==> src/rtl/fbfla_pkg.sv <==
// fbfla_pkg: shared widths, opcode and status codes, register indexes and the
// command/status structs between the allocator controller and datapath.
// No dependencies.
`timescale 1ns / 1ps

package fbfla_pkg;

    // pool size default and field widths
    localparam int MAX_BLOCKS_DEF = 255;
    localparam int IDX_W          = 8;
    localparam int OP_W           = 3;
    localparam int STATUS_W       = 3;
    localparam int OFFSET_W       = 24;
    localparam int BSIZE_W        = 16;
    localparam int LINK_W         = 8;
    localparam int CFG_W          = 16;
    localparam int CFG_IDX_W      = 1;
    localparam int S_TDATA_W      = 16;
    localparam int M_TDATA_W      = 48;

    // configuration register indexes
    localparam logic [CFG_IDX_W-1:0] CFG_NUM_BLOCKS = 1'd0;
    localparam logic [CFG_IDX_W-1:0] CFG_BLOCK_SIZE = 1'd1;

    // configuration reset values
    localparam logic [IDX_W-1:0]   NUM_BLOCKS_RST = 8'd255;
    localparam logic [BSIZE_W-1:0] BLOCK_SIZE_RST = 16'd16;

    // opcodes
    localparam logic [OP_W-1:0] OP_REBUILD = 3'd0;
    localparam logic [OP_W-1:0] OP_ALLOC   = 3'd1;
    localparam logic [OP_W-1:0] OP_RELEASE = 3'd2;
    localparam logic [OP_W-1:0] OP_QUERY   = 3'd3;
    localparam logic [OP_W-1:0] OP_CHECK   = 3'd4;

    // result status codes
    localparam logic [STATUS_W-1:0] ST_OK          = 3'd0;
    localparam logic [STATUS_W-1:0] ST_FULL        = 3'd1;
    localparam logic [STATUS_W-1:0] ST_DOUBLE_FREE = 3'd2;
    localparam logic [STATUS_W-1:0] ST_CORRUPT     = 3'd3;
    localparam logic [STATUS_W-1:0] ST_BAD_INDEX   = 3'd4;

    // controller to datapath commands
    typedef struct packed {
        logic                accept;
        logic                fill_start;
        logic                fill_step;
        logic                fill_done;
        logic                rd_head;
        logic                prod_load;
        logic                alloc_pop;
        logic                rel_push;
        logic                walk_start;
        logic                walk_read;
        logic                walk_load;
        logic                mark;
        logic                vis_clear;
        logic                set_status;
        logic [STATUS_W-1:0] status;
        logic                set_isfree;
        logic                load_out;
    } ctl_cmd_t;

    // datapath to controller status flags
    typedef struct packed {
        logic [OP_W-1:0] op;
        logic            deep;
        logic            pool_empty;
        logic            idx_oob;
        logic            total_zero;
        logic            total_gt_p;
        logic            head_oob;
        logic            rel_dup;
        logic            fill_last;
        logic            cur_oob;
        logic            cur_hit;
        logic            walk_end;
        logic            next_oob;
        logic            vis_hit;
        logic            out_free;
    } dp_sts_t;

endpackage

==> src/rtl/fbfla_ram.sv <==
// fbfla_ram: generic single-write, single-read RAM with registered read data.
// Depends on fbfla_pkg for default sizes only.
`timescale 1ns / 1ps

module fbfla_ram #(
    parameter int WIDTH = fbfla_pkg::LINK_W,
    parameter int DEPTH = fbfla_pkg::MAX_BLOCKS_DEF
) (
    input  logic                     aclk,
    input  logic                     wr_en,
    input  logic [$clog2(DEPTH)-1:0] wr_addr,
    input  logic [WIDTH-1:0]         wr_data,
    input  logic [$clog2(DEPTH)-1:0] rd_addr,
    output logic [WIDTH-1:0]         rd_data
);

    logic [WIDTH-1:0] mem_reg [DEPTH];
    logic [WIDTH-1:0] rd_data_reg;

    // write port and registered read port
    always_ff @(posedge aclk) begin
        if (wr_en) begin
            mem_reg[wr_addr] <= wr_data;
        end
        rd_data_reg <= mem_reg[rd_addr];
    end

    assign rd_data = rd_data_reg;

endmodule

==> src/rtl/fbfla_datapath.sv <==
// fbfla_datapath: configuration registers, list head and count, walk cursor,
// visited RAM, offset multiplier, link RAM and result register.
// Depends on fbfla_pkg and fbfla_ram.
`timescale 1ns / 1ps

module fbfla_datapath #(
    parameter int MAX_BLOCKS = fbfla_pkg::MAX_BLOCKS_DEF
) (
    input  logic                                aclk,
    input  logic                                aresetn,
    input  logic [fbfla_pkg::S_TDATA_W-1:0]     s_tdata,
    input  logic                                cfg_wr_en,
    input  logic [fbfla_pkg::CFG_IDX_W-1:0]     cfg_index,
    input  logic [fbfla_pkg::CFG_W-1:0]         cfg_wdata,
    input  fbfla_pkg::ctl_cmd_t                 cmd,
    output fbfla_pkg::dp_sts_t                  sts,
    output logic [fbfla_pkg::M_TDATA_W-1:0]     m_tdata,
    output logic                                m_tvalid,
    input  logic                                m_tready
);

    import fbfla_pkg::*;

    localparam int              AW      = $clog2(MAX_BLOCKS);
    localparam logic [IDX_W-1:0] MAX_IDX = IDX_W'(MAX_BLOCKS);

    logic [IDX_W-1:0]     num_blocks_reg;
    logic [BSIZE_W-1:0]   block_size_reg;
    logic [OP_W-1:0]      op_reg;
    logic [IDX_W-1:0]     idx_reg;
    logic                 deep_reg;
    logic [IDX_W-1:0]     head_reg;
    logic [IDX_W-1:0]     total_reg;
    logic [IDX_W-1:0]     cur_reg;
    logic [IDX_W-1:0]     cc_reg;
    logic [OFFSET_W-1:0]  prod_reg;
    logic [STATUS_W-1:0]  res_status_reg;
    logic [IDX_W-1:0]     res_grant_reg;
    logic [OFFSET_W-1:0]  res_offset_reg;
    logic                 res_isfree_reg;
    logic [M_TDATA_W-1:0] m_tdata_reg;
    logic                 m_tvalid_reg;

    logic [IDX_W-1:0]     pool;
    logic [OFFSET_W-1:0]  prod_c;
    logic                 ram_wr_en;
    logic [AW-1:0]        ram_wr_addr;
    logic [LINK_W-1:0]    ram_wr_data;
    logic [AW-1:0]        ram_rd_addr;
    logic [LINK_W-1:0]    ram_rd_data;
    logic                 vis_wr_en;
    logic [AW-1:0]        vis_rd_addr;
    logic [0:0]           vis_rd_data;
    logic [IDX_W-1:0]     cur_inc;

    // pool size in use
    assign pool    = (num_blocks_reg > MAX_IDX) ? MAX_IDX : num_blocks_reg;
    assign cur_inc = IDX_W'(cur_reg + 8'd1);

    // configuration registers
    always_ff @(posedge aclk) begin
        if (!aresetn) begin
            num_blocks_reg <= NUM_BLOCKS_RST;
            block_size_reg <= BLOCK_SIZE_RST;
        end else if (cfg_wr_en) begin
            unique case (cfg_index)
                CFG_NUM_BLOCKS: num_blocks_reg <= cfg_wdata[IDX_W-1:0];
                CFG_BLOCK_SIZE: block_size_reg <= cfg_wdata[BSIZE_W-1:0];
                default: ;
            endcase
        end
    end

    // latched request fields
    always_ff @(posedge aclk) begin
        if (cmd.accept) begin
            op_reg   <= s_tdata[OP_W-1:0];
            idx_reg  <= s_tdata[OP_W+IDX_W-1:OP_W];
            deep_reg <= s_tdata[OP_W+IDX_W];
        end
    end

    // free list head and count
    always_ff @(posedge aclk) begin
        if (!aresetn) begin
            head_reg  <= '0;
            total_reg <= '0;
        end else if (cmd.fill_done) begin
            head_reg  <= '0;
            total_reg <= pool;
        end else if (cmd.alloc_pop) begin
            head_reg  <= ram_rd_data;
            total_reg <= IDX_W'(total_reg - 8'd1);
        end else if (cmd.rel_push) begin
            head_reg  <= idx_reg;
            total_reg <= IDX_W'(total_reg + 8'd1);
        end
    end

    // walk cursor, doubling as the rebuild fill and visited clear counter
    always_ff @(posedge aclk) begin
        if (cmd.fill_start) begin
            cur_reg <= '0;
        end else if (cmd.fill_step) begin
            cur_reg <= cur_inc;
        end else if (cmd.walk_start) begin
            cur_reg <= head_reg;
        end else if (cmd.vis_clear) begin
            cur_reg <= cur_inc;
        end else if (cmd.walk_load) begin
            cur_reg <= ram_rd_data;
        end
        if (cmd.walk_start) begin
            cc_reg <= '0;
        end else if (cmd.walk_read) begin
            cc_reg <= IDX_W'(cc_reg + 8'd1);
        end
    end

    // visited RAM: cleared entry by entry before a deep walk, marked at the cursor,
    // looked up at the link just read
    assign vis_wr_en   = cmd.vis_clear | cmd.mark;
    assign vis_rd_addr = ram_rd_data[AW-1:0];

    fbfla_ram #(
        .WIDTH (1),
        .DEPTH (MAX_BLOCKS)
    ) u_vis_ram (
        .aclk    (aclk),
        .wr_en   (vis_wr_en),
        .wr_addr (cur_reg[AW-1:0]),
        .wr_data (cmd.mark),
        .rd_addr (vis_rd_addr),
        .rd_data (vis_rd_data)
    );

    // byte offset multiplier, registered
    assign prod_c = OFFSET_W'(head_reg) * OFFSET_W'(block_size_reg);

    always_ff @(posedge aclk) begin
        if (cmd.prod_load) begin
            prod_reg <= prod_c;
        end
    end

    // result fields for the request in progress
    always_ff @(posedge aclk) begin
        if (cmd.accept) begin
            res_status_reg <= ST_OK;
            res_grant_reg  <= '0;
            res_offset_reg <= '0;
            res_isfree_reg <= 1'b0;
        end else begin
            if (cmd.set_status) begin
                res_status_reg <= cmd.status;
            end
            if (cmd.set_isfree) begin
                res_isfree_reg <= 1'b1;
            end
            if (cmd.alloc_pop) begin
                res_grant_reg  <= head_reg;
                res_offset_reg <= prod_reg;
            end
        end
    end

    // output register
    always_ff @(posedge aclk) begin
        if (!aresetn) begin
            m_tvalid_reg <= 1'b0;
        end else if (cmd.load_out) begin
            m_tvalid_reg <= 1'b1;
        end else if (m_tready) begin
            m_tvalid_reg <= 1'b0;
        end
    end

    always_ff @(posedge aclk) begin
        if (cmd.load_out) begin
            m_tdata_reg <= {4'd0, total_reg, res_isfree_reg, res_offset_reg,
                            res_grant_reg, res_status_reg};
        end
    end

    assign m_tdata  = m_tdata_reg;
    assign m_tvalid = m_tvalid_reg;

    // link RAM ports
    assign ram_wr_en   = cmd.fill_step | cmd.rel_push;
    assign ram_wr_addr = cmd.fill_step ? cur_reg[AW-1:0] : idx_reg[AW-1:0];
    assign ram_wr_data = cmd.fill_step ? cur_inc : head_reg;
    assign ram_rd_addr = cmd.rd_head ? head_reg[AW-1:0] : cur_reg[AW-1:0];

    fbfla_ram #(
        .WIDTH (LINK_W),
        .DEPTH (MAX_BLOCKS)
    ) u_link_ram (
        .aclk    (aclk),
        .wr_en   (ram_wr_en),
        .wr_addr (ram_wr_addr),
        .wr_data (ram_wr_data),
        .rd_addr (ram_rd_addr),
        .rd_data (ram_rd_data)
    );

    // status flags for the controller
    always_comb begin
        sts            = '0;
        sts.op         = op_reg;
        sts.deep       = deep_reg;
        sts.pool_empty = (pool == '0);
        sts.idx_oob    = (idx_reg >= pool);
        sts.total_zero = (total_reg == '0);
        sts.total_gt_p = (total_reg > pool);
        sts.head_oob   = (head_reg >= pool);
        sts.rel_dup    = ((total_reg != '0) && (head_reg == idx_reg)) || (total_reg >= pool);
        sts.fill_last  = ({1'b0, cur_reg} + 9'd1) >= {1'b0, pool};
        sts.cur_oob    = (cur_reg >= pool);
        sts.cur_hit    = (cur_reg == idx_reg);
        sts.walk_end   = ({1'b0, cc_reg} + 9'd1) >= {1'b0, total_reg};
        sts.next_oob   = (ram_rd_data >= pool);
        sts.vis_hit    = vis_rd_data[0];
        sts.out_free   = !m_tvalid_reg || m_tready;
    end

endmodule

==> src/rtl/fbfla_ctrl.sv <==
// fbfla_ctrl: request sequencer for the allocator; decodes the opcode and
// steps rebuild fills and list walks by commanding the datapath.
// Depends on fbfla_pkg.
`timescale 1ns / 1ps

module fbfla_ctrl (
    input  logic                aclk,
    input  logic                aresetn,
    input  logic                s_tvalid,
    output logic                s_tready,
    input  fbfla_pkg::dp_sts_t  sts,
    output fbfla_pkg::ctl_cmd_t cmd
);

    import fbfla_pkg::*;

    typedef enum logic [11:0] {
        S_IDLE    = 12'b0000_0000_0001,
        S_DECODE  = 12'b0000_0000_0010,
        S_FILL    = 12'b0000_0000_0100,
        S_A_READ  = 12'b0000_0000_1000,
        S_A_POP   = 12'b0000_0001_0000,
        S_Q_TEST  = 12'b0000_0010_0000,
        S_Q_LOAD  = 12'b0000_0100_0000,
        S_C_CLEAR = 12'b0000_1000_0000,
        S_C_MARK  = 12'b0001_0000_0000,
        S_C_LOAD  = 12'b0010_0000_0000,
        S_C_TEST  = 12'b0100_0000_0000,
        S_FINISH  = 12'b1000_0000_0000
    } state_t;

    state_t state_reg;
    state_t state_next;

    // state register
    always_ff @(posedge aclk) begin
        if (!aresetn) begin
            state_reg <= S_IDLE;
        end else begin
            state_reg <= state_next;
        end
    end

    assign s_tready = (state_reg == S_IDLE);

    // next state and commands
    always_comb begin
        state_next = state_reg;
        cmd        = '0;
        cmd.status = ST_OK;
        unique case (state_reg)
            S_IDLE: begin
                if (s_tvalid) begin
                    cmd.accept = 1'b1;
                    state_next = S_DECODE;
                end
            end
            S_DECODE: begin
                state_next = S_FINISH;
                unique case (sts.op)
                    OP_REBUILD: begin
                        if (sts.pool_empty) begin
                            cmd.fill_done = 1'b1;
                        end else begin
                            cmd.fill_start = 1'b1;
                            state_next     = S_FILL;
                        end
                    end
                    OP_ALLOC: begin
                        if (sts.total_zero) begin
                            cmd.set_status = 1'b1;
                            cmd.status     = ST_FULL;
                        end else if (sts.head_oob) begin
                            cmd.set_status = 1'b1;
                            cmd.status     = ST_CORRUPT;
                        end else begin
                            state_next = S_A_READ;
                        end
                    end
                    OP_RELEASE: begin
                        if (sts.idx_oob) begin
                            cmd.set_status = 1'b1;
                            cmd.status     = ST_BAD_INDEX;
                        end else if (sts.rel_dup) begin
                            cmd.set_status = 1'b1;
                            cmd.status     = ST_DOUBLE_FREE;
                        end else begin
                            cmd.rel_push = 1'b1;
                        end
                    end
                    OP_QUERY: begin
                        if (sts.idx_oob) begin
                            cmd.set_status = 1'b1;
                            cmd.status     = ST_BAD_INDEX;
                        end else if (!sts.total_zero) begin
                            cmd.walk_start = 1'b1;
                            state_next     = S_Q_TEST;
                        end
                    end
                    OP_CHECK: begin
                        if (sts.total_gt_p) begin
                            cmd.set_status = 1'b1;
                            cmd.status     = ST_CORRUPT;
                        end else if (sts.total_zero) begin
                            cmd.set_status = 1'b0;
                        end else if (sts.head_oob) begin
                            cmd.set_status = 1'b1;
                            cmd.status     = ST_CORRUPT;
                        end else if (sts.deep) begin
                            cmd.fill_start = 1'b1;
                            state_next     = S_C_CLEAR;
                        end
                    end
                    default: ;
                endcase
            end
            // write one link per cycle, last block links to the pool size
            S_FILL: begin
                cmd.fill_step = 1'b1;
                if (sts.fill_last) begin
                    cmd.fill_done = 1'b1;
                    state_next    = S_FINISH;
                end
            end
            S_A_READ: begin
                cmd.rd_head   = 1'b1;
                cmd.prod_load = 1'b1;
                state_next    = S_A_POP;
            end
            S_A_POP: begin
                cmd.alloc_pop = 1'b1;
                state_next    = S_FINISH;
            end
            // query walk: test the cursor, then read and load the next link
            S_Q_TEST: begin
                if (sts.cur_oob) begin
                    cmd.set_status = 1'b1;
                    cmd.status     = ST_CORRUPT;
                    state_next     = S_FINISH;
                end else if (sts.cur_hit) begin
                    cmd.set_isfree = 1'b1;
                    state_next     = S_FINISH;
                end else if (sts.walk_end) begin
                    state_next = S_FINISH;
                end else begin
                    cmd.walk_read = 1'b1;
                    state_next    = S_Q_LOAD;
                end
            end
            S_Q_LOAD: begin
                cmd.walk_load = 1'b1;
                state_next    = S_Q_TEST;
            end
            // clear one visited entry per cycle over the pool, then start the walk
            S_C_CLEAR: begin
                cmd.vis_clear = 1'b1;
                if (sts.fill_last) begin
                    cmd.walk_start = 1'b1;
                    state_next     = S_C_MARK;
                end
            end
            // deep check walk with visited marks: mark, read and load the next link, then test it
            S_C_MARK: begin
                cmd.mark = 1'b1;
                if (sts.walk_end) begin
                    state_next = S_FINISH;
                end else begin
                    cmd.walk_read = 1'b1;
                    state_next    = S_C_LOAD;
                end
            end
            S_C_LOAD: begin
                if (sts.next_oob) begin
                    cmd.set_status = 1'b1;
                    cmd.status     = ST_CORRUPT;
                    state_next     = S_FINISH;
                end else begin
                    cmd.walk_load = 1'b1;
                    state_next    = S_C_TEST;
                end
            end
            S_C_TEST: begin
                if (sts.vis_hit) begin
                    cmd.set_status = 1'b1;
                    cmd.status     = ST_CORRUPT;
                    state_next     = S_FINISH;
                end else begin
                    state_next = S_C_MARK;
                end
            end
            S_FINISH: begin
                if (sts.out_free) begin
                    cmd.load_out = 1'b1;
                    state_next   = S_IDLE;
                end
            end
            default: begin
                state_next = S_IDLE;
            end
        endcase
    end

endmodule

==> src/rtl/fixed_block_free_list_allocator.sv <==
// Channel   Dir  Handshake           Payload
// request   in   s_tvalid/s_tready   s_tdata: opcode, block_index, deep_check
// result    out  m_tvalid/m_tready   m_tdata: status, granted_index, byte_offset,
//                                             is_free, free_count
// config    in   cfg_wr_en           cfg_index, cfg_wdata (num_blocks, block_size)
//
// One request at a time: each is accepted, decoded, worked on and then loaded into
// the result register. Rebuild does one link RAM write per block. Query walks the
// list through the link RAM's registered read port. Deep check first clears the
// visited RAM over the whole pool, then walks the list, marking each block it visits.
// Synchronous active-low reset; the link and visited RAMs are not cleared. A result
// waiting on m_tready does not stop the next request from being taken and worked on.
// Depends on fbfla_pkg, fbfla_ctrl, fbfla_datapath, fbfla_ram.
`timescale 1ns / 1ps

module fixed_block_free_list_allocator #(
    parameter int MAX_BLOCKS = fbfla_pkg::MAX_BLOCKS_DEF
) (
    input  logic                            aclk,
    input  logic                            aresetn,
    // opcode [2:0], block_index [10:3], deep_check [11], zero [15:12]
    input  logic [fbfla_pkg::S_TDATA_W-1:0] s_tdata,
    input  logic                            s_tvalid,
    output logic                            s_tready,
    // status [2:0], granted_index [10:3], byte_offset [34:11], is_free [35],
    // free_count [43:36], zero [47:44]
    output logic [fbfla_pkg::M_TDATA_W-1:0] m_tdata,
    output logic                            m_tvalid,
    input  logic                            m_tready,
    input  logic                            cfg_wr_en,
    input  logic [fbfla_pkg::CFG_IDX_W-1:0] cfg_index,
    input  logic [fbfla_pkg::CFG_W-1:0]     cfg_wdata
);

    import fbfla_pkg::*;

    ctl_cmd_t cmd;
    dp_sts_t  sts;

    // request sequencer
    fbfla_ctrl u_ctrl (
        .aclk     (aclk),
        .aresetn  (aresetn),
        .s_tvalid (s_tvalid),
        .s_tready (s_tready),
        .sts      (sts),
        .cmd      (cmd)
    );

    // list state, link RAM and result register
    fbfla_datapath #(
        .MAX_BLOCKS (MAX_BLOCKS)
    ) u_datapath (
        .aclk      (aclk),
        .aresetn   (aresetn),
        .s_tdata   (s_tdata),
        .cfg_wr_en (cfg_wr_en),
        .cfg_index (cfg_index),
        .cfg_wdata (cfg_wdata),
        .cmd       (cmd),
        .sts       (sts),
        .m_tdata   (m_tdata),
        .m_tvalid  (m_tvalid),
        .m_tready  (m_tready)
    );

endmodule
==> config.mk <==
export PLATFORM = sky130hd
export DESIGN_NAME = fixed_block_free_list_allocator
export DESIGN_NICKNAME = d
export VERILOG_FILES = /design/src/rtl/fbfla_pkg.sv /design/src/rtl/fbfla_ram.sv /design/src/rtl/fbfla_datapath.sv /design/src/rtl/fbfla_ctrl.sv /design/src/rtl/fixed_block_free_list_allocator.sv
export SDC_FILE = /design/constraint.sdc
export NUM_CORES = 2
export LEC_CHECK = 0
export BUFFER_PORTS_ARGS = -buffer_cell sky130_fd_sc_hd__buf_2
export CORE_MARGIN = 2
export CORE_UTILIZATION = 55
export CTS_BUF_LIST = sky130_fd_sc_hd__clkbuf_8
export DETAILED_ROUTE_END_ITERATION = 10
export PLACE_DENSITY = 0.68
export REMOVE_ABC_BUFFERS = 1
export SLEW_MARGIN = 5
export SYNTH_ARGS = -nofsm -noshare
export SYNTH_HDL_FRONTEND = slang
export SYNTH_SLANG_ARGS = --single-unit
export TNS_END_PERCENT = 1
==> constraint.sdc <==
create_clock -name aclk -period 18.3 [get_ports aclk]
set_clock_uncertainty 0.05 [all_clocks]
set_input_delay 1.83 -clock aclk [delete_from_list [all_inputs] [get_ports aclk]]
set_output_delay 1.83 -clock aclk [all_outputs]
set_load 0.01 [all_outputs]
After elaboration in Yosys (flattened, before gate mapping)
Memory sizes are Yosys's and may differ from the RTL's. A register that Yosys moved wholly into a read port is not among the register bits. Index checks and enable logic that the tools add are counted.

Bits of input ports: 38. Memories: 2. Output and inout bits: 50. Word-level logic and storage cells: 167. RAM bits: 2295. Register bits: 185.

Add/subtract/negate cells: 6. Bitwise logic cells: 4. Equality and inequality tests: 22. Order comparisons: 9. Mux-type cells: 90. Reductions and logical operators: 16. $mul: 1.

Memories: u_datapath.u_link_ram.mem_reg (words 255, width 8, rd ports 1, clocked after memory_dff 1, wr ports 1, line fbfla_ram.sv:17) `logic [WIDTH-1:0] mem_reg [DEPTH];`; u_datapath.u_vis_ram.mem_reg (words 255, width 1, rd ports 1, clocked after memory_dff 1, wr ports 1, line fbfla_ram.sv:17).

Operators by type and width (number): two-way mux 12 bit (19); one-hot mux 12 bit (12 select lines) (1); two-way mux 8 bit (13); one-hot mux 12 bit (4 select lines) (1); >= comparator 8 bit (5); two-way mux 1 bit (38); two-way mux 4 bit (9); one-hot mux 4 bit (4 select lines) (2); adder 8 x 1 -> 8 bit, second input constant (3); multiplier 8 x 16 -> 24 bit (1); adder 8 x 1 -> 9 bit, second input constant (2); >= comparator 9 x 8 -> 1 bit (2); equality test 8 bit (2); zero test 8 bit (2); equality test 12 x 1 -> 1 bit, second input constant (1); equality test 12 x 10 -> 1 bit, second input constant (1); equality test 12 x 11 -> 1 bit, second input constant (1); equality test 12 bit, second input constant (1); equality test 12 x 2 -> 1 bit, second input constant (1); equality test 12 x 3 -> 1 bit, second input constant (1); equality test 12 x 4 -> 1 bit, second input constant (1); equality test 12 x 5 -> 1 bit, second input constant (1); equality test 12 x 6 -> 1 bit, second input constant (1); equality test 12 x 7 -> 1 bit, second input constant (1); 25 further kinds (38).

Depth between registers and ports, before layout
Depth in word-level cells: 11. Mapped depth: 21. Mapped depth without buffers: 20.

Modules after synthesis
A second synthesis with hierarchy kept.

Cell total of the unflattened synthesis: 6115. Area, all modules: 105294.7 µm².

Modules (own cells, without submodules): fbfla_ram (u_datapath.u_link_ram) (sequential area each 61418.9 µm², area each 80485.9 µm², cells each 3910, times used 1); fbfla_datapath (sequential area each 4264.1 µm², area each 12448.2 µm², cells each 1267, times used 1); fbfla_ram (u_datapath.u_vis_ram) (sequential area each 7677.4 µm², area each 11208.2 µm², cells each 782, times used 1); fbfla_ctrl (sequential area each 240.2 µm², area each 1152.4 µm², cells each 156, times used 1).

Worst setup path after synthesis
OpenSTA, ideal clock, no wires.

Path type: register to register. Start: register u_ctrl.state_reg[6]. End: memory u_datapath.u_link_ram.mem_reg[0][1] in the netlist's numbering (data pin). Arrival time: 11200 ps. Cell stages (with the launch flop): 9. Required time: 16069 ps. Buffers on the path: 3. Library setup time: 2181 ps. Clock period less this slack: 13431 ps. Path slack: 4869 ps. Cell sequence: dfxtp_1 > or4_1 > buf_2 > buf_6 > nor2_4 > nand2_1 > nor3b_1 > clkbuf_1 > o21ai_0.

Longest elaborated chain between the ends: 3.

RTL lines: start, declared (line fbfla_ctrl.sv:32) `state_t state_reg;`; start signal, assigned (line fbfla_ctrl.sv:40) `state_reg <= state_next;`; equality test 12 x 3 -> 1 bit (line fbfla_ctrl.sv:51) `unique case (state_reg)`; two-way mux 1 bit (line fbfla_ctrl.sv:51); two-way mux 8 bit (line fbfla_datapath.sv:191) `assign ram_wr_data = cmd.fill_step ? cur_inc : head_reg;`; via u_datapath.ram_wr_data[1] (line fbfla_datapath.sv:48) `logic [LINK_W-1:0] ram_wr_data;`; end, declared (line fbfla_ram.sv:17).

The timed path passes the listed nets, and every way through them passes these cells.

Final worst setup path
Start: register u_ctrl.state_reg[8]. End: register u_datapath.u_link_ram.rd_data_reg[1] (netlist: u_datapath.u_link_ram.rd_data[1]), read port of u_datapath.u_link_ram.mem_reg.

Longest elaborated chain between the ends: 3.

RTL lines: equality test 12 x 4 -> 1 bit (line fbfla_ctrl.sv:51); two-way mux 2 bit (line fbfla_ctrl.sv:51); two-way mux 8 bit (line fbfla_datapath.sv:192) `assign ram_rd_addr = cmd.rd_head ? head_reg[AW-1:0] : cur_reg[AW-1:0];`; end, declared (line fbfla_ram.sv:18) `logic [WIDTH-1:0] rd_data_reg;`.

Every way passes these cells. A chain may end at the register's enable or synchronous reset.

==> results.txt <==
status -> complete, no violations
Setup violations, final -> 0
Clock Tree Root -> clkbuf_8
first-pass GRT wire length -> 443000 um
total of max-cap violations -> 0
FFs w/ async S/R, synth -> 0%
TritonRoute pass-1 iters -> 7
Pwr Density -> 97.0 nW/um2
critical path type -> reg2reg
multiplexer area fraction after synthesis -> 5.31%
Global Route Usage Sum -> 30.8%
Worst slew margin -> 6.42%
met2 WL -> 139000 um
grt total ovfl -> 0
Mapped Avg Cell Area -> 13.4 um2
kind of cell adding the most delay to the critical path -> simple AND/OR/NAND/NOR gates
Post-CTS Setup Bufs -> 0
Final TNS setup -> 0 ns
Post-DRT Antenna Nets -> 0
Initial Utilization -> 55.5%
initial antenna violation count -> 15
Placed Area -> 109000 um2
count leader, synth -> edfxtp_1
DRC viols -> 0
fin nets -> 8243
FF-to-FF Start -> u_ctrl.state_reg[8]$_SDFFE_PN0P_
endpoint of the worst hold path -> u_datapath.m_tdata[20]$_DFFE_PP_
Buf+Inv Stages, Crit Path -> 2
routed wire length -> 308000 um
period utilisation layout -> 38.0%
Reg2Reg Depth -> 11
DPL Wire Length -> 176000 um
CP required -> 19.22 ns
Yosys cell types -> 97
Die Span Y -> 442 um
simple-gate share of the synthesized area -> 12.4%
crit path launch type -> flip-flop
complex-gate fraction of the synthesized area -> 6.77%
warnings from Yosys -> 0
DR iter-0 viols -> 10631
largest net degree at the start of global routing -> 204
area leader, netlist -> edfxtp_1
Hold Path Depth -> 0
FP Rows -> 160
vias in the first global route -> 65932
worst slew pin tran -> 1.39 ns
Skew-Pair Late Insertion Delay -> 1.14 ns
final instance area -> 116000 um2
main combinational cell family by area after synthesis -> simple AND/OR/NAND/NOR gates
Crit. End Element -> flip-flop
ys flop type -> edfxtp_1
max reg flops -> 2040
gp weighted congestion -> 0.914
FF-to-FF End -> u_datapath.u_link_ram.rd_data[1]$_DFF_P_
Arr. time, crit path -> 7.87 ns
PortBufs -> 79
wl on met1 -> 116000 um
total number of vias -> 69323
clk sinks -> 2489
final hold viol count -> 0
TritonCTS Buffers -> 403
max incr delay on CP -> 0.96 ns
critical path peak fanout -> 51
Core Box Area -> 191000 um2
crit-path cells -> nor4_4 > nand4_1 > nand2_4 > buf_4 > buf_4 > nand2_1 > a311oi_1 > a31oi_1 > a211oi_1 > o221ai_1 > a31oi_1
worst vdd ir -> 0.0809 mV
Max clock buf depth -> 4
post-CTS resize count -> 0
LEAKAGE -> 38.1 nW
Syn Inst Count -> 7875
Crit-path slowest cell -> nand4_1
Die ar. -> 196000 um2
FF-to-FF setup slack -> 11.35 ns
ranking of synthesized cells by area -> edfxtp_1 67%, nand2_1 5.5%, mux2i_1 2.7%
fmax -> 144 MHz
Worst-path clk slew -> 0.06 ns
WL met3 -> 39400 um
Post-Synth XOR/XNOR Area -> 0.414%
CTS tree -> done
highest routed layer -> met5
Synth top cells by count -> 2375 x edfxtp_1, 1560 x nand2_1, 649 x nor2_1
minimum clock period -> 6.95 ns
P&R area growth vs syn -> 9.32%
top-area cell type share of the netlist area -> 67.5%
Synth Area in Adders -> 2.92%
Ports -> 88
vias per inst -> 6.40
Slew Limit Fails -> 0
sequential area share after synthesis -> 69.6%
HP Class -> reg2reg
DR WL/cell -> 28.4 um
#FFs+latches synth -> 2489
post-synthesis instance area -> 106000 um2
Die X -> 442 um
share of layout cells above drive strength 1 -> 10.8%
worst hold start -> u_datapath.res_offset_reg[9]$_SDFFE_PP0P_
setup repair after global routing missed its margin -> false
H-tree levels -> 5
Post-synth EDFFs -> 2375
hold_buf cts -> 0
per-stage QoR:
stage | hold slack, ns | util (%) | instances | setup WS [ns] | power [mW]
after CTS | 0.379 | 60.6 | 10819 | 11.50 | 11.2
after global routing | 0.384 | 60.6 | 10820 | 11.06 | 11.5
after global placement | 0.363 | 57.0 | 10115 | 11.56 | 6.97
after floorplan | 0.358 | - | 7385 | -26.11 | 6.91
final | 0.377 | 60.7 | 10825 | 11.35 | 11.2
after detailed placement | 0.366 | 57.0 | 10115 | 11.50 | 6.98
cell type report:
cell class / instances / area, um2
diodes: 6 / 15.0
clock buffers: 416 / 5730
clock inverters: 288 / 1300
fillers: 14504 / 75000
inverters: 139 / 522
multi-input cells: 4757 / 29700
flip-flops and latches: 2489 / 73600
well taps: 2511 / 3140
repair buffers: 219 / 1600
worst max path at each step:
stage / endpoint / cells past startpoint / from
6_report: u_datapath.u_link_ram.rd_data[1]$_DFF_P_ / 11 / u_ctrl.state_reg[8]$_SDFFE_PN0P_
5_1_grt: u_datapath.u_link_ram.rd_data[6]$_DFF_P_ / 14 / u_ctrl.state_reg[2]$_SDFFE_PN0P_
4_1_cts: u_datapath.u_link_ram.rd_data[3]$_DFF_P_ / 12 / u_ctrl.state_reg[2]$_SDFFE_PN0P_
3_5_place_dp: u_datapath.u_link_ram.rd_data[3]$_DFF_P_ / 12 / u_ctrl.state_reg[2]$_SDFFE_PN0P_
3_3_place_gp: u_datapath.u_link_ram.rd_data[3]$_DFF_P_ / 12 / u_ctrl.state_reg[2]$_SDFFE_PN0P_
2_1_floorplan: u_datapath.u_link_ram.rd_data[3]$_DFF_P_ / 10 / u_ctrl.state_reg[8]$_SDFFE_PN0P_
cells in the final DEF, fill, tap and decap left out, drive strengths merged, types with 21 or more instances in the layout:
cell,synthesis,routed
nor3,75,75
a32oi,102,102
xnor2,37,37
dfxtp,114,114
a311oi,31,31
fa,85,85
a31oi,105,105
o22ai,68,68
o221ai,21,21
nor2,653,653
a22oi,27,27
nand2,1562,1562
a21oi,335,335
clkinv,1,120
and2,108,108
ha,111,111
nor4,55,55
clkbuf,211,416
inv,138,297
mux2i,282,282
a21o,22,22
a211oi,57,57
and3,76,76
buf,282,219
o21ai,117,117
mux4,115,115
edfxtp,2375,2375
nand3,337,337
o211ai,21,21
nand4,53,53
metal layers:
layer  track usage [%]  up-vias
met5                 0        -
met4              13.2       14
met3              8.45      816
met2              46.6     4503
met1              42.2    34448
li1                  -    29542
logic make-up (layout without fill, tap and decap cells):
kind of cell	count (synthesis)	in the layout
flip-flops	2489	2489
AND/OR/NAND/NOR	3023	3023
other	1	10
XOR/XNOR	50	50
AO/OA/AOI/OAI	1069	1069
buffers and inverters	632	1062
multiplexers	415	415
adder cells (fa/ha/maj)	196	196
power breakdown:
group          switching [mW]  leakage [nW]  internal [mW]
logic                   0.480          15.0          0.204
registers              0.0428          18.9           6.16
clock network            2.16          4.16           2.16
total                    2.68          38.1           8.53
Power figures use the tool's default switching activity.
